==> config.mk <==
export PLATFORM = sky130hd
export DESIGN_NAME = polyvec_bit_unpacker_top
export DESIGN_NICKNAME = d
export VERILOG_FILES = /design/src/pbu_pkg.sv /design/src/polyvec_bit_unpacker_top.sv
export SDC_FILE = /design/constraint.sdc
export NUM_CORES = 1
export LEC_CHECK = 0
export CORE_ASPECT_RATIO = 0.5
export CORE_MARGIN = 2
export CORE_UTILIZATION = 55
export DETAILED_ROUTE_END_ITERATION = 16
export DONT_BUFFER_PORTS = 1
export PLACE_DENSITY = 0.67
export SLEW_MARGIN = 20
export SYNTH_ARGS = -nofsm -noshare
export SYNTH_HDL_FRONTEND = slang
export SYNTH_SLANG_ARGS = --single-unit
==> constraint.sdc <==
create_clock -name clk -period 4.5 [get_ports clk]
set_input_delay 0.45 -clock clk [delete_from_list [all_inputs] [get_ports clk]]
set_output_delay 0.45 -clock clk [all_outputs]
set_load 0.005 [all_outputs]
==> src/pbu_pkg.sv <==
`default_nettype none
package pbu_pkg;

	// Vector geometry
	localparam int POLY_COUNT      = 3;
	localparam int COEFFS_PER_POLY = 256;

	// Field and state widths
	localparam int BYTE_W   = 8;
	localparam int COEF_W   = 13;
	localparam int NARROW_W = 10;
	localparam int POLY_W   = 2;
	localparam int CIDX_W   = 8;
	localparam int BUF_W    = 20;
	localparam int FILL_W   = 5;
	localparam int OUT_W    = 24;

	// Terminal counter values
	localparam logic [CIDX_W-1:0] LAST_COEFF = CIDX_W'(COEFFS_PER_POLY - 1);
	localparam logic [POLY_W-1:0] LAST_POLY  = POLY_W'(POLY_COUNT - 1);

	// Coefficient width selector
	typedef enum logic {
		MODE_10BIT = 1'b0,
		MODE_13BIT = 1'b1
	} width_mode_t;

	// One unpacked coefficient with its position
	typedef struct packed {
		logic              last;
		logic [CIDX_W-1:0] coeff_index;
		logic [POLY_W-1:0] poly_index;
		logic [COEF_W-1:0] coefficient;
	} result_t;

endpackage
`default_nettype wire

==> src/polyvec_bit_unpacker_top.sv <==
`default_nettype none
// Polynomial vector bit unpacker. Takes one packed byte per request on the
// s_axis side, joins the bits least significant first and gives out one
// coefficient of 10 bits (cfg_wdata = 0) or 13 bits (cfg_wdata = 1) on the
// m_axis side as soon as enough bits are held, with its polynomial and
// coefficient index; tlast marks the final coefficient of the vector, after
// which leftover bits are dropped and the counters restart. One byte is
// accepted every cycle while the result register is empty or being emptied;
// the result is registered and appears in the cycle after the byte that
// completes it. Write the width mode only while the stream is idle.
module polyvec_bit_unpacker_top (
	input  wire         clk,
	input  wire         arst_n,
	// configuration
	input  wire         cfg_wen,
	input  wire  [0:0]  cfg_wdata,
	// byte stream in
	input  wire         s_axis_tvalid,
	output logic        s_axis_tready,
	input  wire  [7:0]  s_axis_tdata,   // [7:0] in_byte
	// coefficient stream out
	output logic        m_axis_tvalid,
	input  wire         m_axis_tready,
	output logic [23:0] m_axis_tdata,   // [12:0] coefficient, [14:13] poly_index,
	                                    // [22:15] coeff_index, [23] zero
	output logic        m_axis_tlast    // last_of_vector
);

	pbu_pkg::width_mode_t               mode_q;
	logic [pbu_pkg::BUF_W-1:0]          buf_q;
	logic [pbu_pkg::FILL_W-1:0]         fill_q;
	logic [pbu_pkg::CIDX_W-1:0]         cidx_q;
	logic [pbu_pkg::POLY_W-1:0]         pidx_q;
	logic                               out_valid_q;
	pbu_pkg::result_t                   out_q;

	logic                               in_acc;
	logic [pbu_pkg::BUF_W-1:0]          buf_join;
	logic [pbu_pkg::FILL_W-1:0]         fill_join;
	logic [pbu_pkg::FILL_W-1:0]         width;
	logic                               emit;
	logic [pbu_pkg::COEF_W-1:0]         coef;
	logic [pbu_pkg::BUF_W-1:0]          buf_rest;
	logic                               last_coef;
	logic                               last_poly;

	// Accept a byte whenever the result register is free this cycle
	assign s_axis_tready = !out_valid_q || m_axis_tready;
	assign in_acc        = s_axis_tvalid && s_axis_tready;

	// Append the byte above the held bits and cut off one coefficient
	always_comb begin
		buf_join  = buf_q | ({{(pbu_pkg::BUF_W - pbu_pkg::BYTE_W){1'b0}}, s_axis_tdata}
		            << fill_q);
		fill_join = fill_q + pbu_pkg::FILL_W'(pbu_pkg::BYTE_W);
		case (mode_q)
			pbu_pkg::MODE_13BIT: begin
				width    = pbu_pkg::FILL_W'(pbu_pkg::COEF_W);
				coef     = buf_join[pbu_pkg::COEF_W-1:0];
				buf_rest = buf_join >> pbu_pkg::COEF_W;
			end
			default: begin
				width    = pbu_pkg::FILL_W'(pbu_pkg::NARROW_W);
				coef     = {{(pbu_pkg::COEF_W - pbu_pkg::NARROW_W){1'b0}},
				            buf_join[pbu_pkg::NARROW_W-1:0]};
				buf_rest = buf_join >> pbu_pkg::NARROW_W;
			end
		endcase
		emit      = fill_join >= width;
		last_coef = cidx_q == pbu_pkg::LAST_COEFF;
		last_poly = pidx_q == pbu_pkg::LAST_POLY;
	end

	// Hold the width mode
	always_ff @(posedge clk or negedge arst_n) begin
		if (!arst_n) begin
			mode_q <= pbu_pkg::MODE_10BIT;
		end else if (cfg_wen) begin
			mode_q <= pbu_pkg::width_mode_t'(cfg_wdata[0]);
		end
	end

	// Advance buffer and counters on each accepted byte
	always_ff @(posedge clk or negedge arst_n) begin
		if (!arst_n) begin
			buf_q  <= '0;
			fill_q <= '0;
			cidx_q <= '0;
			pidx_q <= '0;
		end else if (in_acc) begin
			if (!emit) begin
				buf_q  <= buf_join;
				fill_q <= fill_join;
			end else if (last_coef && last_poly) begin
				buf_q  <= '0;
				fill_q <= '0;
				cidx_q <= '0;
				pidx_q <= '0;
			end else begin
				buf_q  <= buf_rest;
				fill_q <= fill_join - width;
				if (last_coef) begin
					cidx_q <= '0;
					pidx_q <= pidx_q + pbu_pkg::POLY_W'(1);
				end else begin
					cidx_q <= cidx_q + pbu_pkg::CIDX_W'(1);
				end
			end
		end
	end

	// Result register: load on emit, drop once taken
	always_ff @(posedge clk or negedge arst_n) begin
		if (!arst_n) begin
			out_valid_q <= 1'b0;
		end else if (s_axis_tready) begin
			out_valid_q <= in_acc && emit;
		end
	end

	always_ff @(posedge clk) begin
		if (in_acc && emit) begin
			out_q.coefficient <= coef;
			out_q.poly_index  <= pidx_q;
			out_q.coeff_index <= cidx_q;
			out_q.last        <= last_coef && last_poly;
		end
	end

	assign m_axis_tvalid = out_valid_q;
	assign m_axis_tdata  = {1'b0, out_q.coeff_index, out_q.poly_index, out_q.coefficient};
	assign m_axis_tlast  = out_q.last;

	// The bit buffer never holds more bits than it has room for
	assert property (@(posedge clk) disable iff (!arst_n)
		fill_q <= pbu_pkg::FILL_W'(pbu_pkg::BUF_W))
		else $error("bit fill beyond buffer size");

	// A stalled result stays put
	assert property (@(posedge clk) disable iff (!arst_n)
		(m_axis_tvalid && !m_axis_tready) |=> (m_axis_tvalid && $stable(m_axis_tdata)
		&& $stable(m_axis_tlast)))
		else $error("stalled result changed");

	// The vector end flag comes only with the final indices
	assert property (@(posedge clk) disable iff (!arst_n)
		(m_axis_tvalid && m_axis_tlast) |-> (out_q.coeff_index == pbu_pkg::LAST_COEFF
		&& out_q.poly_index == pbu_pkg::LAST_POLY))
		else $error("last flag on wrong coefficient");

	// Counters restart after the final coefficient of a vector
	assert property (@(posedge clk) disable iff (!arst_n)
		(in_acc && emit && last_coef && last_poly) |=> (fill_q == '0 && cidx_q == '0
		&& pidx_q == '0))
		else $error("counters not cleared at end of vector");

endmodule
`default_nettype wire
==> results of run 1 <==
==> area by class of cell <==
cell class / count / share of cell area
Inverter: 10 / 0.00978
Tap cell: 88 / 0.0287
Sequential cell: 61 / 0.429
Timing Repair Buffer: 5 / 0.0137
Multi-Input combinational cell: 228 / 0.436
Clock buffer: 11 / 0.0632
Clock inverter: 5 / 0.0196
==> where the power goes <==
group          switching [uW]  internal [uW]
clock network             229            495
logic                     732            523
registers                 279            858
total                    1240           1880
==> how the worst max path moves through the flow <==
stage	end	slack [ps]	start	cells after the start
floorplan	m_axis_tdata[0]$_DFFE_PP_	1280	mode_q$_DFFE_PN0P_	9
global placement	buf_q[1]$_DFFE_PN0P_	1400	fill_q[0]$_DFFE_PN0P_	9
detailed placement	buf_q[8]$_DFFE_PN0P_	1200	fill_q[0]$_DFFE_PN0P_	9
CTS	buf_q[8]$_DFFE_PN0P_	1210	fill_q[0]$_DFFE_PN0P_	9
global route	buf_q[8]$_DFFE_PN0P_	920	fill_q[0]$_DFFE_PN0P_	9
finish	buf_q[8]$_DFFE_PN0P_	1210	fill_q[0]$_DFFE_PN0P_	9
==> cell usage in the layout, fill, tap and decap left out, types with 8 or more instances in the layout <==
master / instances
mux2_2: 12
clkbuf_16: 9
inv_1: 10
nor3_1: 10
o31ai_1: 9
edfxtp_1: 24
nand2_1: 23
o21ai_0: 8
nor2b_1: 8
dfrtp_1: 37
nor2_1: 29
a21oi_1: 9
==> repair_timing <==
item                                    CTS  global route
hold endpoints to repair                 37             0
endpoints found under the setup margin    0             0
hold buffers                              2             0
==> state kept, by name, indices dropped and copies added (netlist names) <==
signal / count
pidx_q: 2
mode_q: 1
cidx_q: 8
buf_q: 20
fill_q: 5
m_axis_tlast: 1
m_axis_tdata: 23
m_axis_tvalid: 1
==> synthesized netlist by cell type (6+ instances only) <==
master	n
nand2_1	23
o21ai_0	8
nor2b_1	8
edfxtp_1	24
ha_1	6
mux4_2	6
a21oi_1	9
clkbuf_1	10
dfrtp_1	37
nor3_1	10
nor2_1	29
inv_1	10
a31oi_1	7
mux2_2	12
o31ai_1	9
==> worst max-delay path: cells and delay by family, from the launching register on <==
family / cells / cell delay, ps
DFF: 1 / 830
and+or+nand+nor: 2 / 290
AOI/OAI and AO/OA: 3 / 590
buffers and inverters: 3 / 1140
adders and majority gates: 1 / 300
==> stage by stage <==
step	area, sq um	hold WS [ps]
after CTS	3840	267
after global routing	3840	295
after global placement	3490	155
after detailed placement	3490	155
final	3840	278
after floorplan	3490	154
==> cell families after synthesis <==
group | synth area share
AND/OR/NAND/NOR | 0.157
flip-flops | 0.472
XOR/XNOR | 0.0100
other | 0.00108
adder cells (fa/ha/maj) | 0.0273
multiplexers | 0.100
AO/OA/AOI/OAI | 0.184
buffers and inverters | 0.0481
==> per-layer routing <==
layer | up-vias | global-route usage
met5 | - | 0
met4 | 0 | 0.0874
met3 | 16 | 0.105
met2 | 134 | 0.409
met1 | 1303 | 0.374
li1 | 1209 | -
==> out/metrics.cfg, run 1 <==
[clock_tree]
h-tree-depth=3
cts_buffers=9
clkSinkCount=61
post_cts_buffers=0
cts_root_buf=clkbuf_16
cts_resized=0
clk_latency_ps=320
cts_max_path_buffers=2
cts.clk_slew.worst_paths_ps=50
tritoncts=yes

[final_layout]
n_fill_cell=502
instances_no_fill=408
drive_gt1_frac=0.156
area_growth_pct=10.0
final_util=0.629
multi_input_area_sq_mm=0.00167
regArea_sq_mm=0.00165
nets=336
n_antenna_cell=0

[floorplan]
coreArea_sq_mm=0.00611
io_pins=41
dieWidth_microns=117
die_area_sq_mm=0.00703
fp.dieH_microns=60.3
start_util=0.571
num_rows=20

[worst_setup_path]
worstPathMaxFanout=28
cpMostUsedCell=inv_1
critPathKind=reg -> reg
critical-path-max-stage-delay_ps=830
crit_arrival_ps=3480
worst_path_max_delay_cell=dfrtp_1
timing.rr.start=fill_q[0]$_DFFE_PN0P_
rrSetupSlack_ps=1210
r2r_end=buf_q[8]$_DFFE_PN0P_
cp.required_ps=4700
endpoint_kind=flip-flop
cp_cell_sequence=inv_1 > ha_1 > nor2b_1 > o31a_2 > o21ai_2 > inv_1 > buf_4 > nor2_1 > a221o_1
r2r_cells=9
worstSetupStartpointType=flip-flop

[logic_synthesis]
synth_area_sq_mm=0.00349
seq_area_frac_synth=0.472
yosysUniqueCellTypes=67
synth_cells=319
yosys.area.top_type=dfrtp_1
ys_async_sr_fraction=0.607
synth.area.top_cells=dfrtp_1 (27%), edfxtp_1 (21%), mux2_2 (3.9%)
synth_ff_type=dfrtp_1
synth_edf_count=24
ys_ff_latch=61
synth_top_area_frac=0.265
yosysWarnings=0
syn_avg_cell_area_sq_um=10.9
syn-num-nets=340

[route]
drc_errors=0
vias=2662
routed_wl_mm=8.67
via_per_inst=6.52
routedWlPerCell_microns=21.2
wl_met1_mm=3.91
route.met3.wl_microns=780
wl_met2_mm=3.80
dr.pass1.iters=5
top_layer_used=met4
drt_first_iter_violations=300
antenna_left=0

[global_routing]
grt_overflow=0
antenna_found_initial=0
grt_pass1_wl_mm=14.0
grt.total_usage=0.274
grt_max_degree=38
grt_pass1_vias=2584

[sta]
skew_ps=4.87
setup_viol=0
tightest_slew_ps=1140
fin_crit_sh=0.730
final.setup.tns_ps=0
hold_viol=0
slew-limit-headroom=0.238
min_period_ps=3290
rsz0062_at_grt=false
layout_setup_ws_ps=1210
slew_violations=0
fmax_mhz=304

[pwr]
p_leak_uw=0.00155
p_per_area_mw_per_mm2=812
peakVddDrop_uv=332
finalPower_uw=3120

[placement]
port_buffers=0
place_congestion=0.927
dp_slack_ps=1200
hpwl_mm=6.09
placed_cells=390

[outcome]
status=finished clean

[worst_hold_path]
min_to=mode_q$_DFFE_PN0P_
hold_start=cfg_wen
hold_class=in -> reg
hold_depth=1

[run]
max-cap-violations=0

Note: power is estimated with default switching activity, not from simulation.
==> run 2: changes to the inputs <==
--- a/config.mk
+++ b/config.mk
@@ -10,7 +10,7 @@
 export CORE_UTILIZATION = 55
 export DETAILED_ROUTE_END_ITERATION = 16
 export DONT_BUFFER_PORTS = 1
-export PLACE_DENSITY = 0.67
+export PLACE_DENSITY = 0.7
 export SLEW_MARGIN = 20
 export SYNTH_ARGS = -nofsm -noshare
 export SYNTH_HDL_FRONTEND = slang
==> constraint.sdc (replaced) <==
create_clock -name clk -period 2.8 [get_ports clk]
set_input_delay 0.28 -clock clk [delete_from_list [all_inputs] [get_ports clk]]
set_output_delay 0.28 -clock clk [all_outputs]
set_load 0.005 [all_outputs]
==> run 2 against run 1 <==
Net effect: worst hold slack got worse by 230 ps; die area unchanged; largest cell class unchanged; maximum frequency grew 26%; highest routed layer unchanged.
==> out/metrics.cfg, run 2 (synthesis gave the netlist of run 1 again) <==
[clock_tree]
clkSinkCount=61
cts_max_path_buffers=2
cts_buffers=9
cts_resized=0
ctsHoldBuffers=2
h-tree-depth=3
tritoncts=yes
clk_latency_ps=320
cts_root_buf=clkbuf_16
cts.clk_slew.worst_paths_ps=50
post_cts_buffers=0

[floorplan]
io_pins=41
die_area_sq_mm=0.00703
coreArea_sq_mm=0.00611
fp.dieH_microns=60.3
start_util=0.571
num_rows=20
dieWidth_microns=117

[sta]
layout_setup_ws_ps=198
hold_viol=0
fmax_mhz=384
slew-limit-headroom=0.447
final.setup.tns_ps=0
tightest_slew_ps=823
min_period_ps=2600
holdWs_ps=47.6
skew_ps=4.41
slew_violations=0
setup_viol=0
fin_crit_sh=0.929
rsz0062_at_grt=false

[route]
dr.pass1.iters=5
antenna_left=0
routed_wl_mm=8.76
drc_errors=0
via_per_inst=6.52
vias=2739
drt_first_iter_violations=379
routedWlPerCell_microns=20.9

[pwr]
clockPowerShare=0.214
netSwitchingFraction=0.403
peakVddDrop_uv=475
p_int_uw=3010
switchingPower_uw=2030
p_leak_uw=0.00160
seqPwrFrac=0.335
pwr-share-comb=0.451
p_per_area_mw_per_mm2=1290

[final_layout]
largest_reg_flops=23
drive_gt1_frac=0.193
final_common_cell=dfrtp_1
area_growth_pct=12.3
layout_common_cells=dfrtp_1 (37), nor2_1 (29), edfxtp_1 (24), nand2_1 (23), buf_4 (14)
nets=348
n_antenna_cell=0
final_util=0.641
postLayoutCellArea_sq_mm=0.00392

[worst_hold_path]
hold_class=in -> reg

[global_routing]
grt_max_degree=38
antenna_found_initial=0
grt.total_usage=0.269
grt_overflow=0
grt_pass1_wl_mm=14.0
grt_pass1_vias=2572

[placement]
hpwl_mm=5.95
dpl-instance-area_sq_mm=0.00359
dp_slack_ps=286
place_congestion=0.929
port_buffers=0

[worst_setup_path]
cp.required_ps=3000
rrSetupSlack_ps=200
endpoint_kind=flip-flop
crit_arrival_ps=2810
worstSetupStartpointType=flip-flop
worstPathMaxFanout=16
critPathKind=reg -> reg

[run]
max-cap-violations=0

[outcome]
status=finished clean

[run 2: cell count changes in the layout (fill, tap and decap cells not counted), sizes merged]
cell / before / now
bufinv: 2 / 1
clkinvlp: 1 / 2
buf: 4 / 16
clkbuf: 11 / 10
clkinv: 2 / 3
[run 2: area by class of cell]
type,instances,area [sq um]
clock buffers,10,229
inverters,10,37.5
well taps,88,110
fillers,481,2190
flip-flops and latches,61,1650
repair buffers,17,155
multi-input cells,228,1670
clock inverters,6,63.8
[run 2: stage by stage]
| step | instances | total power, uW |
|---|---|---|
| 2_1_floorplan | 319 | 3280 |
| 3_3_place_gp | 402 | 3830 |
| 3_5_place_dp | 402 | 3880 |
| 4_1_cts | 420 | 4990 |
| 5_1_grt | 420 | 5350 |
| 6_report | 420 | 5040 |
[run 2: power by group through the flow]
stage	clock network, uW	logic [uW]	registers (uW)
2_1_floorplan	0	1720	1570
3_3_place_gp	0	2140	1680
3_5_place_dp	0	2190	1690
4_1_cts	1090	2220	1680
5_1_grt	1140	2470	1740
6_report	1080	2280	1690
[run 2: worst max-delay path, cell delays in order (launching register included)]
cell      delay, ps
dfrtp_1         720
inv_1           200
ha_1            370
a41o_2          290
o211ai_1        510
nor3_1          110
a221o_1         280
[run 2: metal layers]
layer / wire [microns] / global-route usage
met5: 0 / 0
met2: 3800 / 0.390
met4: 97 / 0.0824
met3: 856 / 0.0882
met1: 4010 / 0.386
[run 2: path summary, 6_finish.rpt]
check,depth (start not counted),end,startpoint
max in group asynchronous,2,buf_q[1]$_DFFE_PN0P_,arst_n
min in group asynchronous,2,m_axis_tvalid$_DFFE_PN0N_,arst_n
setup reg to reg,6,buf_q[8]$_DFFE_PN0P_,fill_q[3]$_DFFE_PN0P_
hold / removal,1,mode_q$_DFFE_PN0P_,cfg_wen
hold reg to reg,0,m_axis_tdata[14]$_DFFE_PP_,pidx_q[1]$_DFFE_PN0P_
setup / recovery,6,buf_q[8]$_DFFE_PN0P_,fill_q[3]$_DFFE_PN0P_
